$ cat config.mk
export PLATFORM = sky130hd
export DESIGN_NAME = sma_crossover_detector_top
export DESIGN_NICKNAME = d
export VERILOG_FILES = /design/src/design/smac_pkg.sv /design/src/design/smac_div.sv /design/src/design/smac_datapath.sv /design/src/design/smac_ctrl.sv /design/src/design/sma_crossover_detector_top.sv
export SDC_FILE = /design/constraint.sdc
export NUM_CORES = 2
export LEC_CHECK = 0
export BUFFER_PORTS_ARGS = -buffer_cell sky130_fd_sc_hd__buf_2
export CELL_PAD_IN_SITES_DETAIL_PLACEMENT = 1
export CELL_PAD_IN_SITES_GLOBAL_PLACEMENT = 1
export CORE_AREA = 10 10 478 480
export DETAILED_ROUTE_END_ITERATION = 12
export DIE_AREA = 0 0 488 490
export PLACE_DENSITY = 0.84
export SLEW_MARGIN = 15
export SYNTH_ARGS = -nofsm -noshare
export SYNTH_HDL_FRONTEND = slang
export SYNTH_SLANG_ARGS = --single-unit
$ cat constraint.sdc
create_clock -name clk -period 18.36 [get_ports clk]
set_input_delay 3.672 -clock clk [delete_from_list [all_inputs] [get_ports clk]]
set_output_delay 3.672 -clock clk [all_outputs]
set_load 0.1 [all_outputs]
$ cat src/design/smac_pkg.sv
// Shared types and constants for the moving-average crossover detector.
// No dependencies.
package smac_pkg;
	localparam int unsigned PeriodW = 7;
	localparam int unsigned PriceW = 32;
	localparam int unsigned MAX_WINDOW = 64;
	localparam logic [15:0] CONF_CAP = 16'd62259;

	// configuration register indexes
	localparam logic [0:0] REG_SHORT = 1'b0;
	localparam logic [0:0] REG_LONG  = 1'b1;

	typedef enum logic [1:0] {
		SIG_NONE = 2'd0,
		SIG_BUY  = 2'd1,
		SIG_SELL = 2'd2
	} signal_t;

	// commands from controller to datapath
	typedef struct packed {
		logic store;     // write sample into ring, bump pointer and count
		logic clr_acc;   // clear accumulator and read index
		logic rd;        // issue ring read for current index
		logic rd_prev;   // issue ring read for the sample before the newest
		logic acc;       // add registered read data
		logic take_s;    // latch short sum
		logic take_l;    // latch long sum
		logic take_prev; // latch previous sample
		logic div_start;
		logic [1:0] div_sel; // 0 short, 1 long, 2 change, 3 confidence
		logic finish;    // compute signal, update memory, load output
	} smac_cmd_t;

	typedef struct packed {
		logic div_busy;
		logic rd_done;    // all window reads issued
		logic acc_at_s;   // accumulator holds exactly the short window
		logic acc_at_l;   // accumulator holds exactly the long window
		logic sufficient;
		logic need_conf;  // a crossover occurred
	} smac_stat_t;

	localparam logic [1:0] DSEL_SHORT = 2'd0;
	localparam logic [1:0] DSEL_LONG  = 2'd1;
	localparam logic [1:0] DSEL_CHG   = 2'd2;
	localparam logic [1:0] DSEL_CONF  = 2'd3;
endpackage

$ cat src/design/smac_div.sv
// Restoring divider, one quotient bit per cycle, 64-bit dividend by 32-bit divisor.
// Depends on nothing.
module smac_div (
	input  logic        clk,
	input  logic        arst_n,
	input  logic        start,
	input  logic [63:0] dividend,
	input  logic [31:0] divisor,
	output logic        busy,
	output logic [63:0] quotient
);
	logic [63:0] q_q;
	logic [32:0] rem_q;
	logic [31:0] dvs_q;
	logic [6:0]  cnt_q;
	logic [32:0] trial;
	logic [32:0] shifted;

	assign shifted = {rem_q[31:0], q_q[63]};
	assign trial   = shifted - {1'b0, dvs_q};

	always_ff @(posedge clk or negedge arst_n) begin
		if (!arst_n) begin
			busy  <= 1'b0;
			cnt_q <= '0;
		end else if (start) begin
			busy  <= 1'b1;
			cnt_q <= 7'd64;
		end else if (busy) begin
			cnt_q <= cnt_q - 7'd1;
			if (cnt_q == 7'd1) busy <= 1'b0;
		end
	end

	always_ff @(posedge clk) begin
		if (start) begin
			q_q   <= dividend;
			rem_q <= '0;
			dvs_q <= divisor;
		end else if (busy) begin
			if (!trial[32]) begin
				rem_q <= trial;
				q_q   <= {q_q[62:0], 1'b1};
			end else begin
				rem_q <= shifted;
				q_q   <= {q_q[62:0], 1'b0};
			end
		end
	end

	assign quotient = q_q;
endmodule

$ cat src/design/smac_datapath.sv
// Datapath: sample ring, summing accumulator, shared divider and result register.
// Depends on smac_pkg and smac_div.
module smac_datapath import smac_pkg::*; (
	input  logic               clk,
	input  logic               arst_n,
	input  smac_cmd_t          cmd,
	output smac_stat_t         stat,
	input  logic [PriceW-1:0]  price,
	input  logic [PeriodW-1:0] short_len,
	input  logic [PeriodW-1:0] long_len,
	output logic               status,
	output logic [31:0]        short_avg,
	output logic [31:0]        long_avg,
	output logic [1:0]         signal,
	output logic [15:0]        confidence,
	output logic [31:0]        move_pct
);
	localparam int unsigned AW = (MAX_WINDOW > 1) ? $clog2(MAX_WINDOW) : 1;
	localparam int unsigned CW = $clog2(MAX_WINDOW + 1);
	localparam int unsigned PW = (CW > PeriodW) ? CW : PeriodW;

	logic [31:0] ring [MAX_WINDOW];
	logic [AW-1:0] wptr_q;
	logic [CW-1:0] count_q;
	logic [31:0] cur_q, rd_q, prev_q;
	logic [CW-1:0] idx_q;
	logic [CW-1:0] nacc_q;
	logic [AW+31:0] acc_q;
	logic [63:0] sum_s_q, sum_l_q;
	logic [31:0] s_q, l_q;
	logic [31:0] last_s_q, last_l_q;
	logic last_v_q;
	logic [63:0] chg_q_q;
	logic chg_neg_q;
	logic [15:0] conf_q;
	logic [1:0] sig_c;
	logic [PW-1:0] sp_eff, lp_eff, n_rd;
	logic s_ok;

	function automatic logic [PW-1:0] eff(input logic [PeriodW-1:0] p);
		logic [PW-1:0] pe;
		pe = PW'(p);
		if (p == '0) return PW'(1);
		if (pe > PW'(MAX_WINDOW)) return PW'(MAX_WINDOW);
		return pe;
	endfunction

	assign sp_eff = eff(short_len);
	assign lp_eff = eff(long_len);
	assign n_rd   = (sp_eff > lp_eff) ? sp_eff : lp_eff;
	assign s_ok   = PW'(count_q) >= sp_eff;

	// divider operand selection
	logic [63:0] dvd;
	logic [31:0] dvs;
	logic [31:0] mag_chg, mag_conf;
	logic        div_busy;
	logic [63:0] quo;

	assign mag_chg  = (cur_q < prev_q) ? prev_q - cur_q : cur_q - prev_q;
	assign mag_conf = (s_q > l_q) ? s_q - l_q : l_q - s_q;

	always_comb begin
		unique case (cmd.div_sel)
			DSEL_SHORT: begin dvd = sum_s_q; dvs = 32'(sp_eff); end
			DSEL_LONG:  begin dvd = sum_l_q; dvs = 32'(lp_eff); end
			DSEL_CHG:   begin dvd = 64'(mag_chg) * 64'd6553600; dvs = prev_q; end
			default:    begin dvd = 64'(mag_conf) * 64'd6553600; dvs = l_q; end
		endcase
	end

	smac_div u_div (
		.clk(clk), .arst_n(arst_n), .start(cmd.div_start),
		.dividend(dvd), .divisor(dvs), .busy(div_busy), .quotient(quo)
	);

	// ring address: idx-th latest, or the sample before the newest
	logic [AW-1:0] raddr;
	assign raddr = cmd.rd_prev ? wptr_q - AW'(2) : wptr_q - AW'(1) - AW'(idx_q);

	always_ff @(posedge clk) begin
		if (cmd.store) ring[wptr_q] <= price;
		if (cmd.rd || cmd.rd_prev) rd_q <= ring[raddr];
	end

	always_comb begin
		sig_c = SIG_NONE;
		if (last_v_q) begin
			if (last_s_q <= last_l_q && s_q > l_q) sig_c = SIG_BUY;
			else if (last_s_q >= last_l_q && s_q < l_q) sig_c = SIG_SELL;
		end
	end

	always_ff @(posedge clk or negedge arst_n) begin
		if (!arst_n) begin
			wptr_q   <= '0;
			count_q  <= '0;
			last_s_q <= '0;
			last_l_q <= '0;
			last_v_q <= 1'b0;
		end else begin
			if (cmd.store) begin
				wptr_q <= (wptr_q == AW'(MAX_WINDOW - 1)) ? '0 : wptr_q + AW'(1);
				if (count_q != CW'(MAX_WINDOW)) count_q <= count_q + CW'(1);
			end
			if (cmd.finish && stat.sufficient) begin
				last_s_q <= s_q;
				last_l_q <= l_q;
				last_v_q <= 1'b1;
			end
		end
	end

	always_ff @(posedge clk) begin
		if (cmd.store) cur_q <= price;
		if (cmd.clr_acc) begin
			acc_q  <= '0;
			idx_q  <= '0;
			nacc_q <= '0;
		end else begin
			if (cmd.rd) idx_q <= idx_q + CW'(1);
			if (cmd.acc) begin
				acc_q  <= acc_q + (AW+32)'(rd_q);
				nacc_q <= nacc_q + CW'(1);
			end
		end
		if (cmd.take_s) sum_s_q <= 64'(acc_q);
		if (cmd.take_l) sum_l_q <= 64'(acc_q);
		if (cmd.take_prev) prev_q <= (count_q > CW'(1)) ? rd_q : cur_q;
		// record the sign of the change whenever a division starts
		if (cmd.div_start) chg_neg_q <= cur_q < prev_q;
	end

	// result latches, written when the divider goes idle after each run
	logic busy_d_q;
	logic [1:0] sel_q;
	always_ff @(posedge clk or negedge arst_n) begin
		if (!arst_n) busy_d_q <= 1'b0;
		else busy_d_q <= div_busy;
	end
	always_ff @(posedge clk) begin
		if (cmd.div_start) sel_q <= cmd.div_sel;
		if (busy_d_q && !div_busy) begin
			unique case (sel_q)
				DSEL_SHORT: s_q <= s_ok ? quo[31:0] : '0;
				DSEL_LONG:  l_q <= quo[31:0];
				DSEL_CHG:   chg_q_q <= (prev_q == '0) ? '0 : quo;
				default:    conf_q <= (l_q == '0 || quo > 64'(CONF_CAP)) ? CONF_CAP
				                      : quo[15:0];
			endcase
		end
	end

	logic [31:0] chg_sat;
	always_comb begin
		if (chg_neg_q) chg_sat = (chg_q_q >= 64'h8000_0000) ? 32'h8000_0000
		                         : 32'd0 - chg_q_q[31:0];
		else chg_sat = (chg_q_q > 64'h7FFF_FFFF) ? 32'h7FFF_FFFF : chg_q_q[31:0];
	end

	always_ff @(posedge clk) begin
		if (cmd.finish) begin
			status     <= stat.sufficient;
			short_avg  <= stat.sufficient ? s_q : '0;
			long_avg   <= stat.sufficient ? l_q : '0;
			signal     <= stat.sufficient ? sig_c : SIG_NONE;
			confidence <= (stat.sufficient && sig_c != SIG_NONE) ? conf_q : '0;
			move_pct   <= stat.sufficient ? chg_sat : '0;
		end
	end

	// status to the controller; reads stop at the longer window or at the samples held
	always_comb begin
		stat.div_busy   = div_busy | busy_d_q;
		stat.rd_done    = (PW'(idx_q) >= n_rd) || (idx_q >= count_q);
		stat.acc_at_s   = PW'(nacc_q) == sp_eff;
		stat.acc_at_l   = PW'(nacc_q) == lp_eff;
		stat.sufficient = PW'(count_q) >= lp_eff;
		stat.need_conf  = sig_c != SIG_NONE;
	end
endmodule

$ cat src/design/smac_ctrl.sv
// Controller: sequences summation, divisions and result hand-off for one word.
// Depends on smac_pkg.
module smac_ctrl import smac_pkg::*; (
	input  logic       clk,
	input  logic       arst_n,
	input  logic       in_valid,
	output logic       in_stall,
	output logic       out_valid,
	input  logic       out_stall,
	output smac_cmd_t  cmd,
	input  smac_stat_t stat
);
	typedef enum logic [3:0] {
		IDLE, SUM_RD, SUM_ACC, PREV_RD, PREV_TAKE,
		DIV_S, DIV_L, DIV_C, DIV_F, WAIT_DIV, FIN, OUT
	} state_t;

	state_t state_q, after_q;
	logic   rd_pend_q;
	logic   fin_go;

	assign in_stall = (state_q != IDLE);
	// load the result only once the output register is free
	assign fin_go = (state_q == FIN) && (!out_valid || !out_stall);

	always_comb begin
		cmd = '0;
		cmd.div_sel = DSEL_SHORT;
		unique case (state_q)
			IDLE: begin
				cmd.store   = in_valid;
				cmd.clr_acc = in_valid;
			end
			SUM_RD: begin
				cmd.acc    = rd_pend_q;
				cmd.rd     = !stat.rd_done;
				cmd.take_s = stat.acc_at_s;
				cmd.take_l = stat.acc_at_l;
			end
			SUM_ACC: begin
				cmd.take_s = stat.acc_at_s;
				cmd.take_l = stat.acc_at_l;
			end
			PREV_RD:   cmd.rd_prev = 1'b1;
			PREV_TAKE: cmd.take_prev = 1'b1;
			DIV_S: begin cmd.div_start = 1'b1; cmd.div_sel = DSEL_SHORT; end
			DIV_L: begin cmd.div_start = 1'b1; cmd.div_sel = DSEL_LONG; end
			DIV_C: begin cmd.div_start = 1'b1; cmd.div_sel = DSEL_CHG; end
			DIV_F: begin cmd.div_start = 1'b1; cmd.div_sel = DSEL_CONF; end
			FIN:   cmd.finish = fin_go;
			default: ;
		endcase
	end

	always_ff @(posedge clk or negedge arst_n) begin
		if (!arst_n) begin
			state_q   <= IDLE;
			after_q   <= IDLE;
			rd_pend_q <= 1'b0;
			out_valid <= 1'b0;
		end else begin
			unique case (state_q)
				IDLE: if (in_valid) begin
					state_q   <= SUM_RD;
					rd_pend_q <= 1'b0;
				end
				SUM_RD: begin
					rd_pend_q <= !stat.rd_done;
					if (stat.rd_done) state_q <= SUM_ACC;
				end
				SUM_ACC: state_q <= PREV_RD;
				PREV_RD: state_q <= PREV_TAKE;
				PREV_TAKE: state_q <= stat.sufficient ? DIV_S : FIN;
				DIV_S: begin state_q <= WAIT_DIV; after_q <= DIV_L; end
				DIV_L: begin state_q <= WAIT_DIV; after_q <= DIV_C; end
				DIV_C: begin state_q <= WAIT_DIV; after_q <= FIN; end
				DIV_F: begin state_q <= WAIT_DIV; after_q <= OUT; end
				WAIT_DIV: if (!stat.div_busy) begin
					if (after_q == FIN && stat.need_conf) state_q <= DIV_F;
					else if (after_q == OUT) state_q <= FIN;
					else state_q <= after_q;
				end
				FIN: if (fin_go) state_q <= IDLE;
				default: state_q <= IDLE;
			endcase
			if (fin_go) out_valid <= 1'b1;
			else if (!out_stall) out_valid <= 1'b0;
		end
	end
endmodule

$ cat src/design/sma_crossover_detector_top.sv
// Moving-average crossover detector, top level.
// With too few samples held the result loads without any division; otherwise the controller
// runs three divisions (short mean, long mean, change) and a fourth for confidence on a
// crossover. One word in flight; the next word is taken the cycle after the result loads,
// and an output stall holds the result back.
// Reset (arst_n low) clears pointer, count and remembered means, periods to 5 and 20.
module sma_crossover_detector_top import smac_pkg::*; (
	input  logic        clk,
	input  logic        arst_n,
	input  logic        in_valid,
	output logic        in_stall,
	input  logic [31:0] price,
	output logic        out_valid,
	input  logic        out_stall,
	output logic        status,
	output logic [31:0] short_avg,
	output logic [31:0] long_avg,
	output logic [1:0]  signal,
	output logic [15:0] confidence,
	output logic [31:0] move_pct,
	input  logic        cfg_valid,
	output logic        cfg_ready,
	input  logic [0:0]  cfg_index,
	input  logic [6:0]  cfg_data
);
	logic [PeriodW-1:0] short_len_q, long_len_q;
	smac_cmd_t  cmd;
	smac_stat_t stat;

	assign cfg_ready = 1'b1;

	always_ff @(posedge clk or negedge arst_n) begin
		if (!arst_n) begin
			short_len_q <= 7'd5;
			long_len_q  <= 7'd20;
		end else if (cfg_valid && cfg_ready) begin
			unique case (cfg_index)
				REG_SHORT: short_len_q <= cfg_data;
				REG_LONG:  long_len_q  <= cfg_data;
			endcase
		end
	end

	smac_ctrl u_ctrl (
		.clk(clk), .arst_n(arst_n), .in_valid(in_valid), .in_stall(in_stall),
		.out_valid(out_valid), .out_stall(out_stall), .cmd(cmd), .stat(stat)
	);

	smac_datapath u_dp (
		.clk(clk), .arst_n(arst_n), .cmd(cmd), .stat(stat), .price(price),
		.short_len(short_len_q), .long_len(long_len_q),
		.status(status), .short_avg(short_avg), .long_avg(long_avg),
		.signal(signal), .confidence(confidence), .move_pct(move_pct)
	);
endmodule

Word level (Yosys, flattened, before mapping)

Memories as Yosys holds them, arrays and structs flattened. A register that Yosys moved wholly into a read port is not among the register bits.
Cells that the tools add are included.

Add/subtract/negate cells: 15
Multipliers: 2
Order comparisons: 16
Equal/unequal tests: 26
Multiplexer cells: 60
Bitwise operators: 3
Reduce and logical (&&, ||, !) cells: 39

Operator list:

| kind                    | number |
|---|---|
| $mux W32                | 7 |
| $pmux W55 S3            | 1 |
| $mux W64                | 2 |
| $sub A32 B32 Y32        | 4 |
| $pmux W32 S3            | 1 |
| $mux W7                 | 11 |
| $mul A32 B5 Y37 const B | 2 |
| $ge A64 B32 Y1 const B  | 1 |
| $gt A64 B16 Y1 const B  | 1 |
| $gt A64 B31 Y1 const B  | 1 |
| $logic_not A32 Y1       | 2 |
| $lt A32 B32 Y1          | 2 |
| $add A38 B32 Y38        | 1 |
| $sub A33 B32 Y33        | 1 |
| $ge A32 B32 Y1          | 1 |
| $gt A32 B32 Y1          | 1 |
| $le A32 B32 Y1          | 1 |
| $pmux W4 S8             | 1 |
| $sub A1 B32 Y32 const A | 1 |
| $ge A7 B7 Y1            | 4 |
| $mux W4                 | 7 |
| $add A7 B1 Y7 const B   | 3 |
| $eq A4 B4 Y1 const B    | 5 |
| $mux W1                 | 20 |
| 39 further kinds        | 80 |

Register bits after elaboration: 693
RAM bits: 2048
Bits of input ports: 45
Word-level logic and storage cells: 198
Memories: 1

Memories:

| memory    | words | bits a word | read ports | clocked after memory_dff | write ports | RTL line            | source |
|---|---|---|---|---|---|---|---|
| u_dp.ring | 64    | 32          | 1          | 1                        | 1           | smac_datapath.sv:22 | `logic [31:0] ring [MAX_WINDOW];` |

Logic depth before layout (Yosys ltp)

Depth in word-level cells: 12
Mapped depth: 34
Depth with buffers taken out: 30

By module

A second synthesis with hierarchy kept.

Cell total of the unflattened synthesis: 8413
Area total of the unflattened synthesis: 128120.4 um2

By module, submodules not included:

| module                     | times used | cells each | area an instance (um2) | seq. area each (um2) |
|---|---|---|---|---|
| smac_datapath              | 1          | 7606       | 119308.2               | 77549.4 |
| smac_div                   | 1          | 685        | 7467.2                 | 3723.6 |
| smac_ctrl                  | 1          | 89         | 763.2                  | 250.2 |
| sma_crossover_detector_top | 1          | 33         | 581.8                  | 355.3 |

Worst setup path before layout

OpenSTA, ideal clock, no wires.

Path type: input-to-reg
From: input port out_stall
To: register u_dp.last_l_q[31]
Library setup time: 0.133 ns
Data arrival time: 10.684 ns
Data required time: 18.227 ns
Setup slack: 7.543 ns
Stages: 6
Cells stage by stage: a21oi_1 > and2_1 > clkbuf_1 > clkbuf_1 > clkbuf_1 > o21ai_0

Longest elaborated chain between the ends: 5

RTL lines:

| what                 | RTL line                         | source |
|---|---|---|
| from (decl)          | sma_crossover_detector_top.sv:14 | `input logic out_stall,` |
| $logic_not A1 Y1     | smac_ctrl.sv:24                  | `assign fin_go = (state_q == FIN) && (!out_valid \|\| !out_stall);` |
| $logic_or A1 B1 Y1   | smac_ctrl.sv:24                  |  |
| $logic_and A1 B1 Y1  | smac_ctrl.sv:24                  |  |
| $mux W1              | smac_ctrl.sv:29                  | `unique case (state_q)` |
| $logic_and A1 B1 Y1  | smac_datapath.sv:106             | `if (cmd.finish && stat.sufficient) begin` |
| to (signal assigned) | smac_datapath.sv:108             | `last_l_q <= l_q;` |
| to (decl)            | smac_datapath.sv:31              | `logic [31:0] last_s_q, last_l_q;` |

Every way passes these cells.
A chain may end at the register's enable or synchronous reset.

Worst setup path in the final report

From: register u_dp.l_q[26]
To: register u_dp.u_div.q_q[53] (netlist: u_dp.u_div.quotient[53]) (data pin)

Longest elaborated chain between the ends: 5

RTL lines:

| what                                                      | RTL line             | source |
|---|---|---|
| from (decl)                                               | smac_datapath.sv:30  | `logic [31:0] s_q, l_q;` |
| from (signal assigned)                                    | smac_datapath.sv:146 | `DSEL_LONG: l_q <= quo[31:0];` |
| $sub A32 B32 Y32 / $gt A32 B32 Y1 (equally long branches) | smac_datapath.sv:61  | `assign mag_conf = (s_q > l_q) ? s_q - l_q : l_q - s_q;` |
| $mux W32 (*)                                              | smac_datapath.sv:61  |  |
| $mul A32 B5 Y37 (*)                                       | smac_datapath.sv:68  | `default: begin dvd = 64'(mag_conf) * 64'd6553600; dvs = l_q; end` |
| $pmux W55 S3 (*)                                          | smac_datapath.sv:64  | `unique case (cmd.div_sel)` |
| $mux W64 (*)                                              | smac_div.sv:36       | `if (start) begin` |
| to (signal assigned)                                      | smac_div.sv:37       | `q_q <= dividend;` |
| to (signal assigned)                                      | smac_div.sv:43       | `q_q <= {q_q[62:0], 1'b1};` |
| to (signal assigned)                                      | smac_div.sv:46       | `q_q <= {q_q[62:0], 1'b0};` |
| to (decl)                                                 | smac_div.sv:12       | `logic [63:0] q_q;` |

Mark *: on every way between the ends. The rest lies on a longest branch, timed or not.

==> impl_metrics.yaml <==
worst_setup_path:
  cp.arrival_ns: 10.04
  crit_path_top_delay_cell: "nor4_1"
  path_class: "reg2reg"
  cpPeakStageDelay_ns: 0.67
  startpoint_type: "flop"
  endpoint_kind: "flop"
  reg2reg_slack_ns: 8.99
  crit_fanout: 40
  crit_required_ns: 19.03
sta:
  slew_violations: 0
  hold_violations: 0
  setup_viol: 0
  worst_pin_slew_ns: 1.41
  finalCritPeriodShare_pct: 51.0
  timing.fmax_ghz: 0.107
  rsz0062_at_grt: "false"
  whs_ns: 0.477
  fin_tns_setup_ns: 0
  relSlewSlack_pct: 5.98
  min_period_ns: 9.37
  clock-skew-final_ns: 0.0937
placement:
  io_buffers: 161
  routabilityCongestion: 0.997
  dp_hpwl_microns: 262000
logic_synthesis:
  async_flop_share_pct: 4.00
  yosysSeqAreaShare_pct: 64.7
  synth_area_leaders: "edfxtp_1, mux4_2, ha_1"
  yosysWarnings: 0
  synth.avg_cell_area_sq_um: 15.3
  yosysUniqueCellTypes: 90
  syn_inst: 8261
  ys_ff_latch: 2773
  post-synth-top-area-cell: "edfxtp_1"
  synth_edf_count: 2578
  synth_top_area_share_pct: 61.2
  syn_nets: 8842
  synthFlopType: "edfxtp_1"
  syn_area_sq_mm: 0.126
layout:
  synthToLayoutAreaGrowth_pct: 11.4
  drive_gt1_share_pct: 17.5
  nets: 9103
outcome:
  status: "finished, final reports clean"
floorplanning:
  initial_utilization_pct: 57.8
  core-area_sq_mm: 0.219
  die_h_microns: 490
  rows: 172
  dieArea_sq_mm: 0.239
  ioPinCount: 163
  die_x_microns: 488
hold_path:
  hold_class: "reg2reg"
power:
  power_switching_mw: 2.79
  clockPowerShare_pct: 45.7
  p_int_mw: 10.3
  pwr-share-seq_pct: 52.6
  p_leak_nw: 51.5
  ir_drop_mv: 0.127
  pwr-share-comb_pct: 1.7
  p_sw_share_pct: 21.3
  power.density_mw_per_mm2: 93.1
flow_run:
  maxCapViolations: 0
route:
  dr.pass1.iters: 7
  drt_iter0_markers: 10736
  route.detailed.drc: 0
  viasPerCell: 6.92
  post_drt_wl_per_cell_microns: 37.4
  ant_nets: 0
  drt_wl_total_microns: 435000
  routed-via-count: 80629
clocking:
  cts_tree: "done"
  path_clk_slew_ns: 0.06
  cts_setup_buffers: 0
  htreeDepth: 5
  clockBufferDepth: 4
  clock-sinks: 2773
  cts_hold_buffers: 0
  clock_latency_ns: 0.97
  cts_buffers: 301
  cts-root-buf: "clkbuf_16"
  postCtsResizedCells: 0
grt:
  grt_pass1_vias: 82993
  grt_usage_pct: 36.0
  grt_first_pass_wirelength_microns: 625000
  grt_antenna_before_repair: 38
  grt_max_degree: 153
  overflow: 0
cell type report:
| type | instances | area [sq um] |
|---|---|---|
| antenna | 33 | 82.6 |
| clock buffer | 381 | 8090 |
| clock inverter | 146 | 1250 |
| fill | 19437 | 77900 |
| inverter | 538 | 2020 |
| multi-input combinational | 4563 | 41700 |
| sequential | 2773 | 81900 |
| tap | 2871 | 3590 |
| timing repair buffer | 345 | 2280 |
metrics by stage:
step	utilization [%]	worst slack (ns)	total power, mW	instances	cell area, sq um
after global placement	60.1	9.37	7.24	11087	131000
after CTS	64.3	9.20	13.1	11616	141000
after floorplan	-	7.54	7.10	8261	126000
after global routing	64.4	8.45	13.4	11636	141000
final	64.4	8.99	13.1	11650	141000
after detailed placement	60.1	9.21	7.25	11089	131000
worst max-delay path, delay by kind of cell, from the launching register on:
kind / cells / cell delay [ns]
AO/OA/AOI/OAI: 11 / 2.89
AND/OR/NAND/NOR: 5 / 2.19
adder cells (fa/ha/maj): 5 / 2.06
buffers and inverters: 5 / 0.77
flip-flops: 1 / 0.42
multiplexers: 1 / 0.42
XOR/XNOR: 2 / 0.35
synth_stat cells, drive strengths merged, types with 29 or more instances:
cell / instances
edfxtp: 2578
mux4: 544
inv: 538
a21oi: 520
ha: 479
nor2: 405
nand2: 324
o21ai: 296
clkbuf: 294
nor2b: 231
mux2i: 186
a211oi: 172
xnor2: 161
a21o: 147
dfrtp: 107
xor2: 98
buf: 91
dfxtp: 84
mux2: 81
and2: 64
nand4: 64
nand3: 63
nor3: 61
fa: 57
o21bai: 55
nor4: 43
o22ai: 42
or3: 42
o21a: 36
and3: 35
a22oi: 33
a31oi: 33
nand2b: 29
power groups by stage:
stage / clock network, mW / registers [mW] / logic [mW]
floorplan: 0 / 7.03 / 0.0703
global placement: 0 / 7.03 / 0.202
detailed placement: 0 / 7.03 / 0.215
CTS: 6.02 / 6.90 / 0.220
global route: 6.27 / 6.90 / 0.238
finish: 6.00 / 6.90 / 0.224
logic make-up (layout without fill, tap and decap cells):
| family | after synthesis | in the layout | share of synthesized area (%) |
|---|---|---|---|
| DFF | 2773 | 2773 | 64.7 |
| adders and majority gates | 536 | 536 | 5.64 |
| xor gates and xnor gates | 259 | 259 | 1.79 |
| other | 1 | 34 | 0.00297 |
| and+or+nand+nor | 1437 | 1437 | 5.65 |
| buffers and inverters | 925 | 1410 | 2.79 |
| muxes | 811 | 811 | 11.9 |
| AOI/OAI and AO/OA | 1519 | 1519 | 7.50 |
metal layers:
| layer | global-route usage, % | vias up | share of wire, % | wire length [microns] |
|---|---|---|---|---|
| li1 | - | 32342 | - | - |
| met1 | 43.3 | 41256 | 34 | 147000 |
| met2 | 59.0 | 5710 | 49 | 212000 |
| met3 | 7.01 | 1297 | 9.1 | 39700 |
| met4 | 24.0 | 24 | 8.4 | 36700 |
| met5 | 0 | - | 0.033 | 142 |
sequential cells by signal, summed over array words and instances (netlist names), 38 cells and up:
register and cells:
u_dp.sum_s_q 38, u_dp.sum_l_q 38, u_dp.u_div.quotient 64, u_dp.ring 2048, u_dp.chg_q_q 64, u_dp.acc_q 38
cells in the final DEF, fill, tap and decap left out, drive strengths merged, types with 20 or more instances in the layout:
cell and count:
edfxtp 2578, mux4 544, inv 543, a21oi 520, ha 479, nor2 405, clkbuf 382, buf 344
nand2 324, o21ai 296, nor2b 231, mux2i 186, a211oi 172, xnor2 161, a21o 147, dfrtp 107
clkinv 105, xor2 98, dfxtp 84, mux2 81, nand4 64, and2 64, nand3 63, nor3 61
fa 57, o21bai 55, nor4 43, o22ai 42, or3 42, o21a 36, and3 35, diode 33
a31oi 33, a22oi 33, nand2b 29, or2 24, o31ai 22, o211ai 21, a221oi 20, bufinv 20
final timing paths:
check | startpoint | endpoint | cells past startpoint
setup / recovery | u_dp.l_q[26]$_DFFE_PP_ | u_dp.u_div.quotient[53]$_DFFE_PP_ | 29
hold / removal | u_dp.u_div.quotient[6]$_DFFE_PP_ | u_dp.l_q[6]$_DFFE_PP_ | 0
setup reg to reg | u_dp.l_q[26]$_DFFE_PP_ | u_dp.u_div.quotient[53]$_DFFE_PP_ | 29
hold reg to reg | u_dp.u_div.quotient[6]$_DFFE_PP_ | u_dp.l_q[6]$_DFFE_PP_ | 0
max in group asynchronous | arst_n | u_dp.u_div.cnt_q[0]$_DFFE_PN0P_ | 2
min in group asynchronous | arst_n | u_ctrl.out_valid$_DFFE_PN0P_ | 1
No activity file was read; power rests on OpenSTA's default activity.
